<file path="config.mk">
export PLATFORM = sky130hd
export DESIGN_NAME = source_text_tokenizer_flat
export DESIGN_NICKNAME = d
export VERILOG_FILES = /design/src/hw/rtl/stt_pkg.sv /design/src/hw/rtl/stt_if.sv /design/src/hw/rtl/source_text_tokenizer.sv /design/src/hw/rtl/stt_scan.sv /design/src/hw/rtl/stt_fifo.sv /design/src/flat_wrapper.sv
export SDC_FILE = /design/constraint.sdc
export NUM_CORES = 1
export LEC_CHECK = 0
export BUFFER_PORTS_ARGS = -buffer_cell sky130_fd_sc_hd__buf_2
export CAP_MARGIN = 20
export CELL_PAD_IN_SITES_DETAIL_PLACEMENT = 0
export CELL_PAD_IN_SITES_GLOBAL_PLACEMENT = 1
export CORE_AREA = 2 2 197 199
export DETAILED_ROUTE_END_ITERATION = 8
export DIE_AREA = 0 0 199 201
export PLACE_DENSITY_LB_ADDON = 0.1
export SYNTH_ARGS = -nofsm -noshare
export SYNTH_HDL_FRONTEND = slang
export SYNTH_HIERARCHICAL = 1
export SYNTH_SLANG_ARGS = --single-unit
</file>
<file path="constraint.sdc">
create_clock -name clock -period 12.95 [get_ports clock]
set_input_delay 2.59 -clock clock [delete_from_list [all_inputs] [get_ports clock]]
set_output_delay 2.59 -clock clock [all_outputs]
set_load 0.005 [all_outputs]
</file>
<file path="src/hw/rtl/stt_pkg.sv">
// Shared types, codes and character classes for the source text tokenizer.
`timescale 1ns / 1ps
package stt_pkg;

   localparam int unsigned LINE_LIMIT_DEF   = 65535;
   localparam int unsigned COLUMN_LIMIT_DEF = 4095;
   localparam int unsigned LENGTH_LIMIT_DEF = 4095;

   localparam int RSP_DEPTH = 4;

   // token kinds
   localparam logic [4:0] KIND_END       = 5'd0;
   localparam logic [4:0] KIND_STRING    = 5'd1;
   localparam logic [4:0] KIND_WORD      = 5'd2;
   localparam logic [4:0] KIND_INTEGER   = 5'd3;
   localparam logic [4:0] KIND_FLOAT     = 5'd4;
   localparam logic [4:0] KIND_EQUAL     = 5'd5;
   localparam logic [4:0] KIND_RELATION  = 5'd6;
   localparam logic [4:0] KIND_MINUS     = 5'd7;
   localparam logic [4:0] KIND_PLUS      = 5'd8;
   localparam logic [4:0] KIND_DIVIDE    = 5'd9;
   localparam logic [4:0] KIND_MULTIPLY  = 5'd10;
   localparam logic [4:0] KIND_COLON     = 5'd11;
   localparam logic [4:0] KIND_SEMICOLON = 5'd12;
   localparam logic [4:0] KIND_LCURLY    = 5'd13;
   localparam logic [4:0] KIND_RCURLY    = 5'd14;
   localparam logic [4:0] KIND_LBRACKET  = 5'd15;
   localparam logic [4:0] KIND_RBRACKET  = 5'd16;
   localparam logic [4:0] KIND_LPAREN    = 5'd17;
   localparam logic [4:0] KIND_RPAREN    = 5'd18;
   localparam logic [4:0] KIND_COMMA     = 5'd19;
   localparam logic [4:0] KIND_ARROW     = 5'd20;

   // relational subtypes
   localparam logic [2:0] REL_GT = 3'd0;
   localparam logic [2:0] REL_LT = 3'd1;
   localparam logic [2:0] REL_GE = 3'd2;
   localparam logic [2:0] REL_LE = 3'd3;
   localparam logic [2:0] REL_EQ = 3'd4;
   localparam logic [2:0] REL_NE = 3'd5;

   // fault codes
   localparam logic [2:0] FAULT_NONE        = 3'd0;
   localparam logic [2:0] FAULT_OPEN_QUOTE  = 3'd1;
   localparam logic [2:0] FAULT_LONE_DOT    = 3'd2;
   localparam logic [2:0] FAULT_EXP_NODIGIT = 3'd3;
   localparam logic [2:0] FAULT_EXP_DOT     = 3'd4;
   localparam logic [2:0] FAULT_LONE_BANG   = 3'd5;
   localparam logic [2:0] FAULT_UNKNOWN     = 3'd6;
   localparam logic [2:0] FAULT_NONPRINT    = 3'd7;

   // characters
   localparam logic [7:0] CH_NL     = 8'h0A;
   localparam logic [7:0] CH_DQUOTE = 8'h22;
   localparam logic [7:0] CH_SQUOTE = 8'h27;
   localparam logic [7:0] CH_SLASH  = 8'h2F;
   localparam logic [7:0] CH_DOT    = 8'h2E;
   localparam logic [7:0] CH_PLUS   = 8'h2B;
   localparam logic [7:0] CH_MINUS  = 8'h2D;
   localparam logic [7:0] CH_EQ     = 8'h3D;
   localparam logic [7:0] CH_GT     = 8'h3E;
   localparam logic [7:0] CH_LT     = 8'h3C;
   localparam logic [7:0] CH_BANG   = 8'h21;
   localparam logic [7:0] CH_UNDER  = 8'h5F;
   localparam logic [7:0] CH_LOW_E  = 8'h65;
   localparam logic [7:0] CH_UP_E   = 8'h45;

   typedef enum logic [3:0] {
      MODE_IDLE,
      MODE_COMMENT,
      MODE_SLASH,
      MODE_STRING,
      MODE_WORD,
      MODE_INT,
      MODE_FRAC,
      MODE_EXP,
      MODE_EXPSIGN,
      MODE_EXPDIG,
      MODE_SYMBOL
   } scan_mode_type;

   typedef enum logic [2:0] {
      SYM_NONE,
      SYM_BANG,
      SYM_EQ,
      SYM_GT,
      SYM_LT,
      SYM_MINUS
   } pend_sym_type;

   typedef struct packed {
      logic [4:0]  token_kind;
      logic [2:0]  relation;
      logic [15:0] start_line;
      logic [11:0] start_column;
      logic [11:0] token_length;
      logic [2:0]  fault;
      logic        last;
   } rsp_word_type;

   // up to two result words per item, in order; v1 only with v0
   typedef struct packed {
      logic         v0;
      logic         v1;
      rsp_word_type w0;
      rsp_word_type w1;
   } push_type;

   function automatic logic is_digit(input logic [7:0] c);
      return (c >= 8'h30) && (c <= 8'h39);
   endfunction

   function automatic logic is_alpha(input logic [7:0] c);
      return ((c >= 8'h61) && (c <= 8'h7A)) || ((c >= 8'h41) && (c <= 8'h5A));
   endfunction

   function automatic logic is_space(input logic [7:0] c);
      return (c == 8'h20) || ((c >= 8'h09) && (c <= 8'h0D));
   endfunction

   function automatic logic is_accepted(input logic [7:0] c);
      return is_space(c) || ((c >= 8'h20) && (c <= 8'h7E));
   endfunction

   function automatic pend_sym_type sym_of(input logic [7:0] c);
      pend_sym_type s;
      s = SYM_NONE;
      unique case (c)
         CH_BANG:  s = SYM_BANG;
         CH_EQ:    s = SYM_EQ;
         CH_GT:    s = SYM_GT;
         CH_LT:    s = SYM_LT;
         CH_MINUS: s = SYM_MINUS;
         default:  s = SYM_NONE;
      endcase
      return s;
   endfunction

   // single-character punctuation; KIND_END when c is none of them
   function automatic logic [4:0] punct_kind(input logic [7:0] c);
      logic [4:0] k;
      k = KIND_END;
      unique case (c)
         8'h2B:   k = KIND_PLUS;
         8'h2A:   k = KIND_MULTIPLY;
         8'h3A:   k = KIND_COLON;
         8'h3B:   k = KIND_SEMICOLON;
         8'h7B:   k = KIND_LCURLY;
         8'h7D:   k = KIND_RCURLY;
         8'h5B:   k = KIND_LBRACKET;
         8'h5D:   k = KIND_RBRACKET;
         8'h28:   k = KIND_LPAREN;
         8'h29:   k = KIND_RPAREN;
         8'h2C:   k = KIND_COMMA;
         default: k = KIND_END;
      endcase
      return k;
   endfunction

endpackage

</file>
<file path="src/hw/rtl/stt_if.sv">
// Handshake channel interfaces for source words and token results.
`timescale 1ns / 1ps
interface stt_req_if;
   logic       valid;
   logic       ready;
   logic [7:0] character;
   logic       end_of_text;

   modport source(output valid, character, end_of_text, input ready);
   modport sink(input valid, character, end_of_text, output ready);
endinterface

interface stt_rsp_if;
   logic        valid;
   logic        ready;
   logic [4:0]  token_kind;
   logic [2:0]  relation;
   logic [15:0] start_line;
   logic [11:0] start_column;
   logic [11:0] token_length;
   logic [2:0]  fault;
   logic        last;

   modport source(output valid, token_kind, relation, start_line, start_column,
                  token_length, fault, last, input ready);
   modport sink(input valid, token_kind, relation, start_line, start_column,
                token_length, fault, last, output ready);
endinterface

</file>
<file path="src/hw/rtl/source_text_tokenizer.sv">
// Top level of the streaming source text tokenizer.
//
//  channel  dir  word                                   accepted when
//  req      in   character, end_of_text                 req.valid && req.ready
//  rsp      out  token_kind .. fault, last              rsp.valid && rsp.ready
//
// Source words enter the input register, one per cycle while the result
// queue has room; the scanner updates its state from the registered word
// and queues 0, 1 or 2 results for rsp. The result port hands out one word
// per cycle while rsp.ready is high, so an item with two results drains as
// two words. Reset is synchronous; there is no clearing pass.
// req.ready drops only while the input register is full and the four-entry
// result queue has fewer than two free slots.
`timescale 1ns / 1ps
module source_text_tokenizer #(
   parameter int unsigned LINE_LIMIT   = stt_pkg::LINE_LIMIT_DEF,
   parameter int unsigned COLUMN_LIMIT = stt_pkg::COLUMN_LIMIT_DEF,
   parameter int unsigned LENGTH_LIMIT = stt_pkg::LENGTH_LIMIT_DEF
) (
   input logic       clock,
   input logic       reset,
   stt_req_if.sink   req,
   stt_rsp_if.source rsp
);
   import stt_pkg::*;

   push_type push;
   logic     room;

   stt_scan #(
      .LINE_LIMIT  (LINE_LIMIT),
      .COLUMN_LIMIT(COLUMN_LIMIT),
      .LENGTH_LIMIT(LENGTH_LIMIT)
   ) u_scan (
      .clock(clock),
      .reset(reset),
      .req  (req),
      .room (room),
      .push (push)
   );

   stt_fifo u_fifo (
      .clock(clock),
      .reset(reset),
      .push (push),
      .room (room),
      .rsp  (rsp)
   );

endmodule

</file>
<file path="src/hw/rtl/stt_scan.sv">
// Input register and scanner FSM: one word per cycle while room is set, into up to two results.
`timescale 1ns / 1ps
module stt_scan #(
   parameter int unsigned LINE_LIMIT   = stt_pkg::LINE_LIMIT_DEF,
   parameter int unsigned COLUMN_LIMIT = stt_pkg::COLUMN_LIMIT_DEF,
   parameter int unsigned LENGTH_LIMIT = stt_pkg::LENGTH_LIMIT_DEF
) (
   input  logic              clock,
   input  logic              reset,
   stt_req_if.sink           req,
   input  logic              room,
   output stt_pkg::push_type push
);
   import stt_pkg::*;

   localparam int LINE_BITS = $clog2(64'(LINE_LIMIT) + 64'd1);
   localparam int COL_BITS  = $clog2(64'(COLUMN_LIMIT) + 64'd1);
   localparam int LEN_BITS  = $clog2(64'(LENGTH_LIMIT) + 64'd1);
   localparam int LINE_W    = (LINE_BITS > 16) ? LINE_BITS : 16;
   localparam int COL_W     = (COL_BITS > 12) ? COL_BITS : 12;
   localparam int LEN_W     = (LEN_BITS > 12) ? LEN_BITS : 12;
   localparam logic [LINE_W-1:0] LINE_MAX = LINE_W'(LINE_LIMIT);
   localparam logic [COL_W-1:0]  COL_MAX  = COL_W'(COLUMN_LIMIT);
   localparam logic [LEN_W-1:0]  LEN_MAX  = LEN_W'(LENGTH_LIMIT);
   localparam logic [LINE_W-1:0] LINE_ONE = LINE_W'(1);
   localparam logic [LEN_W-1:0]  LEN_ONE  = LEN_W'(1);

   // input register
   logic       valid_ff, valid_in;
   logic [7:0] char_ff;
   logic       eot_ff;
   logic       consume;

   // scanner state
   scan_mode_type     mode_ff, mode_in;
   pend_sym_type      sym_ff, sym_in;
   logic              quote_ff, quote_in;
   logic [LINE_W-1:0] tline_ff, tline_in;
   logic [COL_W-1:0]  tcol_ff, tcol_in;
   logic [LEN_W-1:0]  tlen_ff, tlen_in;
   logic [LINE_W-1:0] line_ff, line_in;
   logic [COL_W-1:0]  col_ff, col_in;
   logic [2:0]        fault_ff, fault_in;

   // first result: pending token finished, or a fault
   logic              a_v;
   logic [4:0]        a_kind;
   logic [2:0]        a_rel;
   logic [2:0]        a_fault;
   logic [LINE_W-1:0] a_line;
   logic [COL_W-1:0]  a_col;
   logic [LEN_W-1:0]  a_len;
   // second result: one-character token, unknown character, or end token
   logic              b_v;
   logic [4:0]        b_kind;
   logic [2:0]        b_fault;
   logic              b_last;
   logic [LEN_W-1:0]  b_len;

   assign consume   = valid_ff && room;
   assign req.ready = !valid_ff || consume;
   assign valid_in  = req.ready ? req.valid : valid_ff;

   always_ff @(posedge clock) begin
      if (reset) begin
         valid_ff <= 1'b0;
      end else begin
         valid_ff <= valid_in;
      end
      if (req.valid && req.ready) begin
         char_ff <= req.character;
         eot_ff  <= req.end_of_text;
      end
   end

   // next state and result selection
   always_comb begin
      logic       is_end;
      logic       run;
      logic       cont;
      logic       do_grow;
      logic       do_emit;
      logic       do_fail;
      logic [4:0] e_kind;
      logic [2:0] e_rel;
      logic [2:0] f_code;
      logic       c_dig, c_alpha, c_nl, c_dot, c_e, c_eq, c_sign, c_quote;
      logic [4:0] pk;
      pend_sym_type ps;

      mode_in  = mode_ff;
      sym_in   = sym_ff;
      quote_in = quote_ff;
      tline_in = tline_ff;
      tcol_in  = tcol_ff;
      tlen_in  = tlen_ff;
      line_in  = line_ff;
      col_in   = col_ff;
      fault_in = fault_ff;

      a_v     = 1'b0;
      a_kind  = KIND_END;
      a_rel   = REL_GT;
      a_fault = FAULT_NONE;
      a_line  = line_ff;
      a_col   = col_ff;
      a_len   = '0;
      b_v     = 1'b0;
      b_kind  = KIND_END;
      b_fault = FAULT_NONE;
      b_last  = 1'b0;
      b_len   = '0;

      is_end  = eot_ff;
      run     = consume && (fault_ff == FAULT_NONE) && (eot_ff || is_accepted(char_ff));
      cont    = 1'b0;
      do_grow = 1'b0;
      do_emit = 1'b0;
      do_fail = 1'b0;
      e_kind  = KIND_END;
      e_rel   = REL_GT;
      f_code  = FAULT_NONE;

      c_dig   = !is_end && is_digit(char_ff);
      c_alpha = !is_end && (is_alpha(char_ff) || (char_ff == CH_UNDER));
      c_nl    = !is_end && (char_ff == CH_NL);
      c_dot   = !is_end && (char_ff == CH_DOT);
      c_e     = !is_end && ((char_ff == CH_LOW_E) || (char_ff == CH_UP_E));
      c_eq    = !is_end && (char_ff == CH_EQ);
      c_sign  = !is_end && ((char_ff == CH_PLUS) || (char_ff == CH_MINUS));
      c_quote = !is_end && (char_ff == (quote_ff ? CH_SQUOTE : CH_DQUOTE));
      pk      = punct_kind(char_ff);
      ps      = sym_of(char_ff);

      if (consume && !eot_ff && (fault_ff == FAULT_NONE) && !is_accepted(char_ff)) begin
         a_v      = 1'b1;
         a_fault  = FAULT_NONPRINT;
         fault_in = FAULT_NONPRINT;
      end

      if (run) begin
         // finish or extend the pending token
         unique case (mode_ff)
            MODE_COMMENT: begin
               if (c_nl || is_end) begin
                  mode_in = MODE_IDLE;
               end
            end
            MODE_SLASH: begin
               if (!is_end && (char_ff == CH_SLASH)) begin
                  mode_in = MODE_COMMENT;
               end else begin
                  do_emit = 1'b1; e_kind = KIND_DIVIDE; cont = 1'b1;
               end
            end
            MODE_STRING: begin
               if (c_quote) begin
                  do_emit = 1'b1; e_kind = KIND_STRING;
               end else if (c_nl || is_end) begin
                  do_fail = 1'b1; f_code = FAULT_OPEN_QUOTE;
               end else begin
                  do_grow = 1'b1;
               end
            end
            MODE_WORD: begin
               if (c_alpha || c_dig) begin
                  do_grow = 1'b1;
               end else begin
                  do_emit = 1'b1; e_kind = KIND_WORD; cont = 1'b1;
               end
            end
            MODE_INT: begin
               if (c_dig) begin
                  do_grow = 1'b1;
               end else if (c_dot) begin
                  do_grow = 1'b1; mode_in = MODE_FRAC;
               end else if (c_e) begin
                  do_grow = 1'b1; mode_in = MODE_EXP;
               end else begin
                  do_emit = 1'b1; e_kind = KIND_INTEGER; cont = 1'b1;
               end
            end
            MODE_FRAC: begin
               if (c_dig) begin
                  do_grow = 1'b1;
               end else if (tlen_ff == LEN_ONE) begin
                  do_fail = 1'b1; f_code = FAULT_LONE_DOT;
               end else if (c_e) begin
                  do_grow = 1'b1; mode_in = MODE_EXP;
               end else begin
                  do_emit = 1'b1; e_kind = KIND_FLOAT; cont = 1'b1;
               end
            end
            MODE_EXP: begin
               if (c_sign) begin
                  do_grow = 1'b1; mode_in = MODE_EXPSIGN;
               end else if (c_dig) begin
                  do_grow = 1'b1; mode_in = MODE_EXPDIG;
               end else begin
                  do_fail = 1'b1; f_code = FAULT_EXP_NODIGIT;
               end
            end
            MODE_EXPSIGN: begin
               if (c_dig) begin
                  do_grow = 1'b1; mode_in = MODE_EXPDIG;
               end else begin
                  do_fail = 1'b1; f_code = FAULT_EXP_NODIGIT;
               end
            end
            MODE_EXPDIG: begin
               if (c_dig) begin
                  do_grow = 1'b1;
               end else if (c_dot) begin
                  do_fail = 1'b1; f_code = FAULT_EXP_DOT;
               end else begin
                  do_emit = 1'b1; e_kind = KIND_FLOAT; cont = 1'b1;
               end
            end
            MODE_SYMBOL: begin
               unique case (sym_ff)
                  SYM_BANG: begin
                     if (c_eq) begin
                        do_grow = 1'b1; do_emit = 1'b1;
                        e_kind = KIND_RELATION; e_rel = REL_NE;
                     end else begin
                        do_fail = 1'b1; f_code = FAULT_LONE_BANG;
                     end
                  end
                  SYM_EQ: begin
                     do_emit = 1'b1;
                     if (c_eq) begin
                        do_grow = 1'b1; e_kind = KIND_RELATION; e_rel = REL_EQ;
                     end else begin
                        e_kind = KIND_EQUAL; cont = 1'b1;
                     end
                  end
                  SYM_GT: begin
                     do_emit = 1'b1; e_kind = KIND_RELATION;
                     if (c_eq) begin
                        do_grow = 1'b1; e_rel = REL_GE;
                     end else begin
                        e_rel = REL_GT; cont = 1'b1;
                     end
                  end
                  SYM_LT: begin
                     do_emit = 1'b1; e_kind = KIND_RELATION;
                     if (c_eq) begin
                        do_grow = 1'b1; e_rel = REL_LE;
                     end else begin
                        e_rel = REL_LT; cont = 1'b1;
                     end
                  end
                  default: begin
                     do_emit = 1'b1;
                     if (!is_end && (char_ff == CH_GT)) begin
                        do_grow = 1'b1; e_kind = KIND_ARROW;
                     end else begin
                        e_kind = KIND_MINUS; cont = 1'b1;
                     end
                  end
               endcase
            end
            default: begin
               mode_in = MODE_IDLE;
               cont    = 1'b1;
            end
         endcase

         if (do_grow && (tlen_in < LEN_MAX)) begin
            tlen_in = tlen_in + LEN_ONE;
         end
         if (do_emit) begin
            a_v    = 1'b1;
            a_kind = e_kind;
            a_rel  = e_rel;
            a_line = tline_ff;
            a_col  = tcol_ff;
            a_len  = tlen_in;
         end
         if (do_fail) begin
            a_v      = 1'b1;
            a_fault  = f_code;
            fault_in = f_code;
         end
         if (do_emit || do_fail) begin
            mode_in = MODE_IDLE;
            sym_in  = SYM_NONE;
         end

         // open a new token with this character, emit it as a one-character token, or flag it as unknown
         if (cont && !is_end && !is_space(char_ff)) begin
            tline_in = line_ff;
            tcol_in  = col_ff;
            tlen_in  = LEN_ONE;
            if (char_ff == CH_SLASH) begin
               mode_in = MODE_SLASH;
            end else if ((char_ff == CH_DQUOTE) || (char_ff == CH_SQUOTE)) begin
               tlen_in  = '0;
               quote_in = (char_ff == CH_SQUOTE);
               mode_in  = MODE_STRING;
            end else if (c_alpha) begin
               mode_in = MODE_WORD;
            end else if (c_dig) begin
               mode_in = MODE_INT;
            end else if (c_dot) begin
               mode_in = MODE_FRAC;
            end else if (ps != SYM_NONE) begin
               sym_in  = ps;
               mode_in = MODE_SYMBOL;
            end else if (pk != KIND_END) begin
               b_v    = 1'b1;
               b_kind = pk;
               b_len  = LEN_ONE;
            end else begin
               tline_in = tline_ff;
               tcol_in  = tcol_ff;
               tlen_in  = tlen_ff;
               b_v      = 1'b1;
               b_fault  = FAULT_UNKNOWN;
               fault_in = FAULT_UNKNOWN;
            end
         end

         if (!is_end) begin
            if (c_nl) begin
               if (line_ff < LINE_MAX) begin
                  line_in = line_ff + LINE_ONE;
               end
               col_in = '0;
            end else if (col_ff < COL_MAX) begin
               col_in = col_ff + COL_W'(1);
            end
         end
      end

      // end of text: report the sticky fault, including one raised by this word, then start over
      if (consume && eot_ff) begin
         b_v      = 1'b1;
         b_kind   = KIND_END;
         b_fault  = fault_in;
         b_last   = 1'b1;
         b_len    = '0;
         mode_in  = MODE_IDLE;
         sym_in   = SYM_NONE;
         quote_in = 1'b0;
         tline_in = LINE_ONE;
         tcol_in  = '0;
         tlen_in  = '0;
         line_in  = LINE_ONE;
         col_in   = '0;
         fault_in = FAULT_NONE;
      end
   end

   // pack results in order
   always_comb begin
      rsp_word_type wa;
      rsp_word_type wb;

      wa.token_kind   = a_kind;
      wa.relation     = a_rel;
      wa.start_line   = a_line[15:0];
      wa.start_column = a_col[11:0];
      wa.token_length = a_len[11:0];
      wa.fault        = a_fault;
      wa.last         = 1'b0;

      wb.token_kind   = b_kind;
      wb.relation     = REL_GT;
      wb.start_line   = line_ff[15:0];
      wb.start_column = col_ff[11:0];
      wb.token_length = b_len[11:0];
      wb.fault        = b_fault;
      wb.last         = b_last;

      push.v0 = a_v || b_v;
      push.v1 = a_v && b_v;
      push.w0 = a_v ? wa : wb;
      push.w1 = wb;
   end

   always_ff @(posedge clock) begin
      if (reset) begin
         mode_ff  <= MODE_IDLE;
         sym_ff   <= SYM_NONE;
         quote_ff <= 1'b0;
         tline_ff <= LINE_ONE;
         tcol_ff  <= '0;
         tlen_ff  <= '0;
         line_ff  <= LINE_ONE;
         col_ff   <= '0;
         fault_ff <= FAULT_NONE;
      end else begin
         mode_ff  <= mode_in;
         sym_ff   <= sym_in;
         quote_ff <= quote_in;
         tline_ff <= tline_in;
         tcol_ff  <= tcol_in;
         tlen_ff  <= tlen_in;
         line_ff  <= line_in;
         col_ff   <= col_in;
         fault_ff <= fault_in;
      end
   end

endmodule

</file>
<file path="src/hw/rtl/stt_fifo.sv">
// Result queue: takes up to two words a cycle, hands out one while rsp.ready is high.
`timescale 1ns / 1ps
module stt_fifo (
   input  logic              clock,
   input  logic              reset,
   input  stt_pkg::push_type push,
   output logic              room,
   stt_rsp_if.source         rsp
);
   import stt_pkg::*;

   localparam int PTR_W = $clog2(RSP_DEPTH);
   localparam int CNT_W = $clog2(RSP_DEPTH + 1);
   localparam logic [CNT_W-1:0] ROOM_MAX = CNT_W'(RSP_DEPTH - 2);

   rsp_word_type     mem_ff [RSP_DEPTH];
   logic [PTR_W-1:0] wr_ff, wr_in;
   logic [PTR_W-1:0] rd_ff, rd_in;
   logic [CNT_W-1:0] cnt_ff, cnt_in;
   logic             pop;
   rsp_word_type     head;

   // accept a new item only with space for both of its words
   assign room = (cnt_ff <= ROOM_MAX);
   assign pop  = rsp.valid && rsp.ready;
   assign head = mem_ff[rd_ff];

   assign rsp.valid        = (cnt_ff != '0);
   assign rsp.token_kind   = head.token_kind;
   assign rsp.relation     = head.relation;
   assign rsp.start_line   = head.start_line;
   assign rsp.start_column = head.start_column;
   assign rsp.token_length = head.token_length;
   assign rsp.fault        = head.fault;
   assign rsp.last         = head.last;

   always_comb begin
      wr_in  = wr_ff + PTR_W'(push.v0) + PTR_W'(push.v1);
      rd_in  = rd_ff + PTR_W'(pop);
      cnt_in = cnt_ff + CNT_W'(push.v0) + CNT_W'(push.v1) - CNT_W'(pop);
   end

   always_ff @(posedge clock) begin
      if (push.v0) begin
         mem_ff[wr_ff] <= push.w0;
      end
      if (push.v1) begin
         mem_ff[wr_ff + PTR_W'(1)] <= push.w1;
      end
   end

   always_ff @(posedge clock) begin
      if (reset) begin
         wr_ff  <= '0;
         rd_ff  <= '0;
         cnt_ff <= '0;
      end else begin
         wr_ff  <= wr_in;
         rd_ff  <= rd_in;
         cnt_ff <= cnt_in;
      end
   end

endmodule
</file>
<file path="src/flat_wrapper.sv">
// flat-port wrapper written by rule: the top's interface ports become plain ports
module source_text_tokenizer_flat import stt_pkg::*;
#(
   parameter int unsigned LINE_LIMIT   = stt_pkg::LINE_LIMIT_DEF,
   parameter int unsigned COLUMN_LIMIT = stt_pkg::COLUMN_LIMIT_DEF,
   parameter int unsigned LENGTH_LIMIT = stt_pkg::LENGTH_LIMIT_DEF
)
  (clock, reset, req_valid, req_character, req_end_of_text, req_ready, rsp_valid, rsp_token_kind, rsp_relation, rsp_start_line, rsp_start_column, rsp_token_length, rsp_fault, rsp_last, rsp_ready);
  stt_req_if req_i ();
  stt_rsp_if rsp_i ();
  input logic clock;
  input logic reset;
  input wire logic [$bits(req_i.valid)-1:0] req_valid;
  input wire logic [$bits(req_i.character)-1:0] req_character;
  input wire logic [$bits(req_i.end_of_text)-1:0] req_end_of_text;
  output wire logic [$bits(req_i.ready)-1:0] req_ready;
  output wire logic [$bits(rsp_i.valid)-1:0] rsp_valid;
  output wire logic [$bits(rsp_i.token_kind)-1:0] rsp_token_kind;
  output wire logic [$bits(rsp_i.relation)-1:0] rsp_relation;
  output wire logic [$bits(rsp_i.start_line)-1:0] rsp_start_line;
  output wire logic [$bits(rsp_i.start_column)-1:0] rsp_start_column;
  output wire logic [$bits(rsp_i.token_length)-1:0] rsp_token_length;
  output wire logic [$bits(rsp_i.fault)-1:0] rsp_fault;
  output wire logic [$bits(rsp_i.last)-1:0] rsp_last;
  input wire logic [$bits(rsp_i.ready)-1:0] rsp_ready;
  assign req_i.valid = req_valid;
  assign req_i.character = req_character;
  assign req_i.end_of_text = req_end_of_text;
  assign req_ready = req_i.ready;
  assign rsp_valid = rsp_i.valid;
  assign rsp_token_kind = rsp_i.token_kind;
  assign rsp_relation = rsp_i.relation;
  assign rsp_start_line = rsp_i.start_line;
  assign rsp_start_column = rsp_i.start_column;
  assign rsp_token_length = rsp_i.token_length;
  assign rsp_fault = rsp_i.fault;
  assign rsp_last = rsp_i.last;
  assign rsp_i.ready = rsp_ready;
  source_text_tokenizer #(.LINE_LIMIT(LINE_LIMIT), .COLUMN_LIMIT(COLUMN_LIMIT), .LENGTH_LIMIT(LENGTH_LIMIT)) u_core (.clock(clock), .reset(reset), .req(req_i), .rsp(rsp_i));
endmodule
</file>
# Word level (Yosys, flattened, before mapping)
# Memories as Yosys holds them, arrays and structs flattened. A register that Yosys moved wholly into a read port is not among the register bits.
# Cells that the tools add are included.
word_totals:
  out_inout_bits: 54
  wordCells: 352
  input_bits: 13
  mem_count: 1
  ff_bits: 96
  ram_bits: 208
classes:
  n_eq_ne: 42
  mux: 205
  reduce_logical: 63
  add_sub_neg: 10
  n_lt_le_gt_ge: 14
  bitwise_logic: 2
memory_table:
  columns: ["memory", "words", "word_bits", "read_ports", "rd_clocked_by_memory_dff", "write_ports", "line_no", "source"]
  rows:
  - ["u_core.u_fifo.mem_ff", 4, 52, 1, 1, 2, "stt_fifo.sv:16", "rsp_word_type mem_ff [RSP_DEPTH];"]
op_table:
  columns: ["operator", "n"]
  rows:
  - ["$mux 12", 23]
  - ["$mux 16", 9]
  - ["$mux 3", 48]
  - ["$eq 8x6->1 const B", 17]
  - ["$mux 4", 18]
  - ["$mux 1", 69]
  - ["$mux 5", 13]
  - ["$eq 8x7->1 const B", 7]
  - ["$pmux 5 s11", 1]
  - ["$mux 52", 1]
  - ["$pmux 5 s7", 1]
  - ["$logic_and 1x1->1", 28]
  - ["$pmux 4 s7", 1]
  - ["$add 12x1->12 const B", 2]
  - ["$le 8x7->1 const B", 3]
  - ["$lt 12x12->1 const B", 2]
  - ["$mux 2", 12]
  - ["$pmux 1 s7", 3]
  - ["$pmux 3 s6", 1]
  - ["$add 16x1->16 const B", 1]
  - ["$eq 4x3->1 const B", 4]
  - ["$ge 8x6->1 const B", 2]
  - ["$ge 8x7->1 const B", 2]
  - ["$lt 16x16->1 const B", 1]
  - ["37 further kinds", 67]

# Depth between registers and ports, before layout
# Gate-level depths: netlist of the first run.
logic_depth:
  depth_word: 19
  ltp_mapped: 16
  depth_no_buf: 15

# By module
# The synthesis of the first run kept the hierarchy.
modules_own_cells:
  columns: ["module", "area_each_um2", "cells_per_inst", "instances"]
  rows:
  - ["stt_fifo", 10381.2, 544, 1]
  - ["stt_scan", 6432.4, 824, 1]

# Worst setup path before layout of the first run
# No wires, ideal clock.
synth_path:
  kind: "register -> register"
  start: "reg u_core.u_scan.char_ff[6]"
  end: "mem u_core/u_fifo/mem_ff[0][0] in the netlist's numbering (enable)"
  arrival_time_ns: 6.415
  setup_slack_ns: 5.996
  stages_incl_launch_ff: 11
  path_cell_list: "edfxtp_1 > buf_2 > or3b_1 > clkbuf_1 > nor4b_2 > o21ba_2 > o21ai_0 > a311oi_4 > a211o_1 > inv_1 > o31ai_1"
synth_rtl:
  columns: ["element", "line_no", "source"]
  rows:
  - ["from (decl)", "stt_scan.sv:30", "logic [7:0] char_ff;"]
  - ["from (signal assigned)", "stt_scan.sv:71", "char_ff <= req.character;"]
  - ["to (decl)", "stt_fifo.sv:16", null]

==> results.cfg, run 1 <==
[drt]
num_vias = 11550
wl_per_cell_microns = 22.98
drc = 0
ant_nets = 0
drt_iter0_drc = 958
firstDrtPassIters = 7
via_per_inst = 5.939
drt-total-wl_mm = 44.67

[min_path]
hp-class = flop to flop
worstHoldStart = u_core/u_scan/tline_ff[9]
hold_path_depth = 2
whs_endpoint = u_core/u_scan/tline_ff[9]

[placement]
placedCellCount = 1877
port-buffer-count = 66
dp_slack_ns = 6.860
place_area_sq_mm = 0.01753
place_hpwl_mm = 28.36
gp_congestion = 0.8768

[clocking]
cts_tree = yes
cts_resized = 0
clk_pin_slew_worst_paths_ns = 0.06
cts_sinks = 304
clock_path_buffers = 3
root_buffer = clkbuf_16
clock_latency_ns = 0.52
post_cts_buffers = 0
hold_buffers = 0
cts_inserted_buffers = 36
htreeDepth = 2

[worst_setup_path]
endpoint_kind = flop
reg2reg_to = u_core/u_fifo/mem_ff[0][15]
worstPathMaxFanout = 32
required_ns = 13.10
cp-startpoint = u_core/u_scan/char_ff[6]
r2r_setup_slack_ns = 6.83
reg2regPathDepth = 14
critical_path_arrival_ns = 6.28
worst_setup_path_start_kind = flop
r2r_start = u_core/u_scan/char_ff[6]
critical_path_class = flop to flop

[grt]
track_usage = 0.2281
grt_overflow = 0
grt_pass1_vias = 11620
grt_pass1_wl_mm = 70.10
antenna_found_initial = 0
grt_max_degree = 54

[synthesis]
synth_edf_count = 217
syn-instance-count = 1368
ys.flop_type = edfxtp_1
synth_seq_area_share = 0.4911
yosys_warnings = 6
ys_ff_latch = 304
synth_area_per_cell_sq_um = 12.29
ys_types = 93
synthArstFlopShare = 0
syn-cell-area_sq_mm = 0.01681

[timing]
setup_slack_ns = 6.827
fin_crit_sh = 0.4728
setup_viol = 0
worst_pin_slew_ns = 1.104
finalSetupTns_ns = 0
drv_slew = 0
fin_crit_ns = 6.123
relSlewSlack = 0.2618
skew_ns = 0.01104
rsz0062_at_grt = false
max_freq_ghz = 0.1633
finalHoldViolCount = 0

[layout]
area_growth_pct = 11.42
fillers = 3453
seqCellArea_sq_mm = 0.008263
multi_input_area_sq_mm = 0.008015
diodes = 0
instances_no_fill = 1944
design_area_sq_mm = 0.01873
drive_above_1_share = 0.3282
nets = 1421

[die]
fp.coreArea_sq_mm = 0.03811
die_h_microns = 201
top_level_ports = 67
die_w_microns = 199
start_util = 0.4412
fp-row-count = 72
die_area_sq_mm = 0.04000

[power]
comb_power_share = 0.211
p_clk_frac = 0.360
swShare = 0.2872
power_switching_mw = 0.8034
p_leak_nw = 6.550
peakVddDrop_mv = 0.1581
power_density_mw_per_mm2 = 149.3
p_int_mw = 1.994
p_seq_frac = 0.429

[run]
cap_violations = 0

[status]
status = completed
## registers in the layout (all words and copies together) (netlist names), 2 cells and up
register	count
u_core/u_fifo/cnt_ff	3
u_core/u_fifo/mem_ff	208
u_core/u_fifo/rd_ff	2
u_core/u_fifo/wr_ff	2
u_core/u_scan/char_ff	8
u_core/u_scan/col_ff	12
u_core/u_scan/fault_ff	3
u_core/u_scan/line_ff	16
u_core/u_scan/mode_ff	4
u_core/u_scan/sym_ff	3
u_core/u_scan/tcol_ff	12
u_core/u_scan/tlen_ff	12
u_core/u_scan/tline_ff	16
## power by group through the flow
| stage | Sequential, mW | Combinational, mW | Clock, mW |
|---|---|---|---|
| after floorplan | 1.17 | 0.414 | 0 |
| after global placement | 1.22 | 0.596 | 0 |
| after detailed placement | 1.22 | 0.596 | 0 |
| after CTS | 1.20 | 0.599 | 1.03 |
| after global routing | 1.21 | 0.647 | 1.07 |
| final | 1.20 | 0.590 | 1.01 |
## logic make-up after synthesis
group / count (synthesis) / synth area share
mux: 293 / 0.2307
buf+inv: 136 / 0.03981
xor+xnor: 31 / 0.01615
fa+ha+maj: 10 / 0.008781
simple gates: 352 / 0.1159
other cells: 1 / 0.0002230
flops: 304 / 0.4911
compound gates: 241 / 0.09734
## per-stage QoR
| step | hold slack, ns | utilization | total power, mW |
|---|---|---|---|
| finish | 0.4594 | 0.4916 | 2.798 |
| global placement | 0.4416 | 0.4601 | 1.817 |
| CTS | 0.4632 | 0.4913 | 2.835 |
| global route | 0.4905 | 0.4916 | 2.931 |
| detailed placement | 0.4540 | 0.4601 | 1.819 |
| floorplan | 0.4322 | - | 1.589 |
## final cells by class
class,count,share of cell area
clock buffers,50,0.05583
clock inverters,16,0.007547
inverters,22,0.004408
multi-input cells,941,0.4278
flip-flops and latches,304,0.4411
well taps,518,0.03460
repair buffers,93,0.02872
## Yosys cell counts, types with 5 or more instances
cell / n / area, sq um
edfxtp_1: 217 / 6516
buf_2: 40 / 200.2
o22ai_1: 8 / 50.05
nor2_1: 75 / 281.5
nand3b_1: 5 / 37.54
nand4_1: 16 / 100.1
inv_1: 22 / 82.58
clkbuf_1: 48 / 180.2
and4_1: 7 / 61.31
o221ai_1: 8 / 70.07
a21o_1: 5 / 37.54
and2_1: 9 / 56.30
nand2b_1: 13 / 81.33
mux2_2: 232 / 2613
ha_1: 7 / 87.58
o21ai_0: 57 / 285.3
nand4b_1: 7 / 61.31
mux2i_1: 5 / 50.05
dfxtp_1: 87 / 1742
nor3b_1: 6 / 45.04
nor4_1: 14 / 87.58
a21oi_1: 59 / 295.3
buf_4: 15 / 112.6
mux4_2: 52 / 1171
a31o_2: 7 / 61.31
o31ai_1: 6 / 45.04
xnor2_1: 29 / 254.0
a211oi_1: 7 / 52.55
o2111ai_1: 9 / 78.83
nand2_1: 62 / 232.7
or3_1: 8 / 50.05
nor3_1: 23 / 115.1
nand3_1: 48 / 240.2
a31oi_1: 7 / 43.79
buf_6: 7 / 78.83
nor2b_1: 17 / 106.4
o211ai_1: 11 / 82.58
and3_1: 15 / 93.84
## critical path, stage by stage, from the launching register on
cell and delay (ns):
edfxtp_1 0.62, or3b_1 0.62, nor4b_2 0.38, o21ba_2 0.25
o21ai_0 0.11, buf_4 0.23, a311oi_4 0.26, buf_4 0.41
nand2_1 0.19, a21boi_0 0.20, buf_4 0.20, nand3_2 0.77
buf_4 0.60, o31ai_4 0.25, buf_4 0.59
## layout by cell type (no fill, tap or decap), types with 12 or more instances in the layout
master and n:
a21oi_1 59, and3_1 15, buf_2 66, buf_4 26
clkbuf_16 38, conb_1 14, dfxtp_1 85, edfxtp_1 217
inv_1 22, mux2_2 232, mux4_2 52, nand2_1 62
nand2b_1 12, nand3_1 48, nand4_1 16, nor2_1 74
nor2b_1 16, nor3_1 23, nor4_1 14, o21ai_0 56
xnor2_1 29
## how the worst max path moves through the flow
| stage | to | cells past startpoint |
|---|---|---|
| floorplan | u_core/u_fifo/mem_ff[0][0] | 10 |
| global placement | u_core/u_fifo/mem_ff[0][20] | 14 |
| detailed placement | u_core/u_fifo/mem_ff[0][24] | 14 |
| CTS | u_core/u_fifo/mem_ff[0][15] | 14 |
| global route | u_core/u_fifo/mem_ff[0][15] | 14 |
| finish | u_core/u_fifo/mem_ff[0][15] | 14 |
## per-layer routing
metal	up-vias	routed length (microns)	track usage
met5	-	0	0
met4	0	794	0.05011
met3	53	1830	0.02890
met2	275	20930	0.3659
met1	5850	21110	0.3305
li1	5368	-	-
Power figures use the tool's default switching activity.
==> run 2: changes to the inputs <==
==> constraint.sdc (replaced) <==
create_clock -name clock -period 6.06 [get_ports clock]
set_input_delay 1.212 -clock clock [delete_from_list [all_inputs] [get_ports clock]]
set_output_delay 1.212 -clock clock [all_outputs]
set_load 0.005 [all_outputs]
==> results.cfg, run 2 (synthesis results as in run 1) <==
[status]
status = completed

[clocking]
clock_latency_ns = 0.53
clk_pin_slew_worst_paths_ns = 0.06
cts_tree = yes
clock_path_buffers = 3
hold_buffers = 0
cts_inserted_buffers = 35
cts_sinks = 304
post_cts_buffers = 0
cts_resized = 0
htreeDepth = 2
root_buffer = clkbuf_16

[drt]
drt-total-wl_mm = 44.45
drt_iter0_drc = 1007
ant_nets = 0
via_per_inst = 5.944
wl_per_cell_microns = 22.86
firstDrtPassIters = 5
num_vias = 11560
drc = 0

[grt]
grt_pass1_wl_mm = 69.12
antenna_found_initial = 0
grt_pass1_vias = 11520
grt_max_degree = 53
track_usage = 0.2255
grt_overflow = 0

[die]
die_h_microns = 201
fp.coreArea_sq_mm = 0.03811
die_area_sq_mm = 0.04000
top_level_ports = 67
fp-row-count = 72
die_w_microns = 199
start_util = 0.4412

[worst_setup_path]
crit_path_top_delay_cell = edfxtp_1
critical_path_arrival_ns = 5.12
worst_setup_path_start_kind = flop
crit_chain = nor2b_1 > nand4_1 > and4_1 > a41o_1 > o41a_1 > a21boi_0 > buf_4 > nand3b_4 > buf_4 > mux2_2
endpoint_kind = flop
required_ns = 6.32
critical_path_class = flop to flop
critPathMaxStageDelay_ns = 0.70
cp_common_cell = buf_4
worstPathMaxFanout = 36

[power]
swShare = 0.2852
p_seq_frac = 0.431
peakVddDrop_mv = 0.4015
power_density_mw_per_mm2 = 319.3
p_leak_nw = 6.542
comb_power_share = 0.208
fin_total_pwr_mw = 5.996
p_int_mw = 4.286
power_switching_mw = 1.710
p_clk_frac = 0.361

[layout]
largest_reg_flops = 208
layout_common_cells = 232 x mux2_2, 217 x edfxtp_1, 85 x dfxtp_1
area_growth_pct = 11.71
drive_above_1_share = 0.3254
final_util = 0.4929
nets = 1422
top_regs = u_core/u_fifo/mem_ff: 208 flops, u_core/u_scan/line_ff: 16 flops, u_core/u_scan/tline_ff: 16 flops
largest-register = u_core/u_fifo/mem_ff
fillers = 3421
diodes = 0
layout_commonest_cell = mux2_2

[timing]
setup_viol = 0
max_freq_ghz = 0.2061
drv_slew = 0
fin_crit_ns = 4.852
fin_crit_sh = 0.8007
relSlewSlack = 0.3518
skew_ns = 0.01884
finalSetupTns_ns = 0
rsz0062_at_grt = false
finalHoldViolCount = 0
worst_pin_slew_ns = 0.9686

[run]
cap_violations = 0

[placement]
port-buffer-count = 66
place_hpwl_mm = 27.76
gp_congestion = 0.8627

[min_path]
hp-class = flop to flop
run 2: changes by cell type in the layout (fill, tap and decap cells not counted), sizes merged:
cell,previous run,this run
buf,92,95
bufinv,2,4
clkbuf,50,53
clkinv,12,5
clkinvlp,2,1
dlymetal6s2s,1,0
inv,22,23
run 2: layer usage:
layer | routed length (microns) | up-vias | GRT usage
met4 | 974 | 0 | 0.05890
met1 | 20730 | 5782 | 0.3248
met2 | 20420 | 334 | 0.3573
met3 | 2333 | 71 | 0.03192
met5 | 0 | - | 0
li1 | - | 5368 | -
run 2: final timing paths:
path | startpoint | to | slack (ns) | cells past startpoint
worst max register to register | u_core/u_scan/char_ff[0] | u_core/u_fifo/mem_ff[2][17] | 1.21 | 10
worst min-delay path | u_core/u_scan/tline_ff[9] | u_core/u_scan/tline_ff[9] | 0.46 | 2
worst min register to register | u_core/u_scan/tline_ff[9] | u_core/u_scan/tline_ff[9] | 0.46 | 2
worst max-delay path | u_core/u_scan/char_ff[0] | u_core/u_fifo/mem_ff[2][17] | 1.21 | 10
run 2: power by group through the flow:
stage                     clock [mW]  combinational (mW)  sequential, mW
after floorplan                    0               0.888            2.50
after global placement             0                1.26            2.63
after detailed placement           0                1.25            2.63
after CTS                       2.21                1.26            2.59
after global routing            2.30                1.36            2.62
final                           2.16                1.25            2.59
run 2: area by class of cell:
class	count	area, sq um	area share
well taps	518	648.1	0.03451
flip-flops and latches	304	8263	0.4399
repair buffers	95	606.8	0.03231
inverters	22	82.58	0.004397
clock inverters	11	171.4	0.009127
multi-input cells	941	8015	0.4268
clock buffers	53	994.7	0.05296
run 2: worst max-delay path, delay by kind of cell (launching register included):
| family | cells | cell delay, ns |
|---|---|---|
| AOI/OAI and AO/OA | 3 | 1.06 |
| and+or+nand+nor | 4 | 1.61 |
| muxes | 1 | 0.40 |
| buffers and inverters | 2 | 0.76 |
| DFF | 1 | 0.70 |
run 2: stage by stage:
stage	instances	hold slack (ns)	worst slack (ns)	area, sq um
3_5_place_dp	1880	0.4486	1.269	17620
5_1_grt	1944	0.4738	0.9451	18780
2_1_floorplan	1381	0.4322	0.2677	16870
3_3_place_gp	1878	0.4420	1.311	17600
4_1_cts	1944	0.4574	1.245	18780
6_report	1944	0.4562	1.208	18780
==> run 3: changes to the inputs <==
--- a/config.mk
+++ b/config.mk
@@ -5,13 +5,14 @@
 export SDC_FILE = /design/constraint.sdc
 export NUM_CORES = 1
 export LEC_CHECK = 0
+export ABC_AREA = 1
 export BUFFER_PORTS_ARGS = -buffer_cell sky130_fd_sc_hd__buf_2
 export CAP_MARGIN = 20
 export CELL_PAD_IN_SITES_DETAIL_PLACEMENT = 0
 export CELL_PAD_IN_SITES_GLOBAL_PLACEMENT = 1
-export CORE_AREA = 2 2 197 199
+export CORE_AREA = 2 2 206 208
 export DETAILED_ROUTE_END_ITERATION = 8
-export DIE_AREA = 0 0 199 201
+export DIE_AREA = 0 0 208 210
 export PLACE_DENSITY_LB_ADDON = 0.1
 export SYNTH_ARGS = -nofsm -noshare
 export SYNTH_HDL_FRONTEND = slang
==> constraint.sdc (replaced) <==
create_clock -name clock -period 4.9 [get_ports clock]
set_input_delay 0.98 -clock clock [delete_from_list [all_inputs] [get_ports clock]]
set_output_delay 0.98 -clock clock [all_outputs]
set_load 0.005 [all_outputs]
==> results.cfg, run 3 <==
[layout]
layout_common_cells = 876 x nand2_1, 383 x inv_1, 248 x nand3_1
fillers = 4184
diodes = 0
largest_reg_flops = 208
largest-register = u_core/u_fifo/mem_ff
layout_commonest_cell = nand2_1
top_regs = u_core/u_fifo/mem_ff: 208 flops, u_core/u_scan/line_ff: 16 flops, u_core/u_scan/tline_ff: 16 flops
drive_above_1_share = 0.08343
design_area_sq_mm = 0.02021
final_util = 0.4874
instances_no_fill = 3128
area_growth_pct = 10.04
nets = 2585

[timing]
worst_pin_slew_ns = 1.004
drv_slew = 0
fin_crit_sh = 0.9220
finalSetupTns_ns = 0
max_freq_ghz = 0.2213
rsz0062_at_grt = false
hold-worst-slack_ns = 0.4558
setup_viol = 0
finalHoldViolCount = 0
setup_slack_ns = 0.3821
fin_crit_ns = 4.518
skew_ns = 0.02227
relSlewSlack = 0.3304

[placement]
dp_slack_ns = 0.4739
placedCellCount = 3063
port-buffer-count = 66
place_area_sq_mm = 0.01901
place_hpwl_mm = 35.77
gp_congestion = 0.8808

[worst_setup_path]
required_ns = 5.33
critical_path_arrival_ns = 4.95
critical_path_class = flop to flop
critPathTopFamily = simple AND/OR/NAND/NOR gates
crit_chain = nor2_1 > nand2_1 > nand2_1 > nor2_1 > nand2_1 > nand2_1 > nor2_1 > nand2_1 > nand2_1 > inv_2 > a21oi_4 > nand3_1 > inv_1 > ha_1 > inv_1 > fa_1 > fa_1 > inv_1 > nand2_1 > nand2_1 > nor2_1
cp_common_cell = nand2_1
crit_path_top_delay_cell = nand2_1
worst_setup_path_start_kind = flop
worstPathMaxFanout = 14
critPathMaxStageDelay_ns = 0.47
endpoint_kind = flop
r2r_setup_slack_ns = 0.38
cp.buffers_inverters = 4

[clocking]
clock_latency_ns = 0.55
root_buffer = clkbuf_16
clock_path_buffers = 3
cts_resized = 0
cts_inserted_buffers = 35
cts_tree = yes
post_cts_buffers = 0
hold_buffers = 0
clk_pin_slew_worst_paths_ns = 0.06
htreeDepth = 2
cts_sinks = 304

[synthesis]
synth_seq_area_share = 0.4495
yosys_warnings = 6
syn-cell-area_sq_mm = 0.01837
ys_types = 48
synthArstFlopShare = 0
ys_top_cells_by_count = 881 x nand2_1, 383 x inv_1, 250 x nand3_1
synthTopCellsByArea = edfxtp_1 35%, nand2_1 18%, dfxtp_1 9.5%
synth_area_per_cell_sq_um = 7.165
yosysTopAreaCellShare = 0.3547
synth_edf_count = 217
syn-instance-count = 2564
yosysMostFrequentCell = nand2_1
ys_ff_latch = 304
ys.flop_type = edfxtp_1
yosysTopAreaCell = edfxtp_1

[grt]
grt_max_degree = 83
grt_pass1_vias = 15840
grt_pass1_wl_mm = 87.93
grt_overflow = 0
track_usage = 0.2549
antenna_found_initial = 0

[drt]
drt_iter0_drc = 1151
drt-total-wl_mm = 55.78
num_vias = 16490
ant_nets = 0
firstDrtPassIters = 6
via_per_inst = 5.271
drc = 0
wl_per_cell_microns = 17.83

[die]
top_level_ports = 67
die_w_microns = 208
start_util = 0.4429
fp-row-count = 75
die_h_microns = 210
die_area_sq_mm = 0.04368
fp.coreArea_sq_mm = 0.04148

[min_path]
hp-class = flop to flop

[run]
cap_violations = 0

[status]
status = completed

[power]
p_leak_nw = 8.982
peakVddDrop_mv = 0.3017
power_density_mw_per_mm2 = 395.9
fin_total_pwr_mw = 8.003
==> run 3: changes by cell type after synthesis, moves of 26 or more <==
cell / previous run / this run
nor2_1: 75 / 126
xnor2_1: 29 / 3
mux4_2: 52 / 0
inv_1: 22 / 383
mux2_2: 232 / 0
o21ai_0: 57 / 92
nand4_1: 16 / 116
nand3_1: 48 / 250
o21ai_1: 2 / 36
nand2_1: 62 / 881
==> run 3: final cells by class <==
type	count	area, sq um	share of cell area
sequential	304	8265	0.4089
multi-input combinational	1726	7970	0.3943
inverter	397	1491	0.07378
clock buffer	47	942.2	0.04661
tap	539	674.4	0.03336
timing repair buffer	98	620.6	0.03070
clock inverter	17	250.2	0.01238
==> run 3: cells by family after synthesis <==
logic type | Yosys count | synth area share
buf+inv | 547 | 0.1215
xor+xnor | 20 | 0.009536
simple gates | 1448 | 0.3426
flops | 304 | 0.4495
compound gates | 234 | 0.06859
other cells | 1 | 0.0002041
fa+ha+maj | 10 | 0.008037
==> run 3: final timing paths <==
kind	from	endpoint	cells after the start
worst max-delay path	u_core/u_scan/char_ff[1]	u_core/u_fifo/cnt_ff[2]	21
worst min register to register	u_core/u_scan/tcol_ff[9]	u_core/u_scan/tcol_ff[9]	2
worst max register to register	u_core/u_scan/char_ff[1]	u_core/u_fifo/cnt_ff[2]	21
worst min-delay path	u_core/u_scan/tcol_ff[9]	u_core/u_scan/tcol_ff[9]	2
==> run 3: where the power goes <==
| group | switching (mW) | leakage, nW | total [mW] | internal [mW] |
|---|---|---|---|---|
| clock | 1.08 | 0.571 | 2.75 | 1.68 |
| sequential | 0.158 | 2.56 | 3.14 | 2.98 |
| combinational | 1.50 | 5.85 | 2.11 | 0.605 |
==> run 3: per-layer routing <==
metal | vias up | track usage | wire length, microns
met5 | - | 0 | 0
met4 | 0 | 0.07630 | 1208
met3 | 84 | 0.02861 | 3019
met2 | 496 | 0.4414 | 26850
met1 | 7689 | 0.3366 | 24700
li1 | 8218 | - | -
==> run 3: tightest hold or removal path: cells and delay by family (launching register included) <==
family / cells / cell delay [ns]
AO/OA/AOI/OAI: 1 / 0.06
buffers and inverters: 1 / 0.06
flip-flops: 1 / 0.29
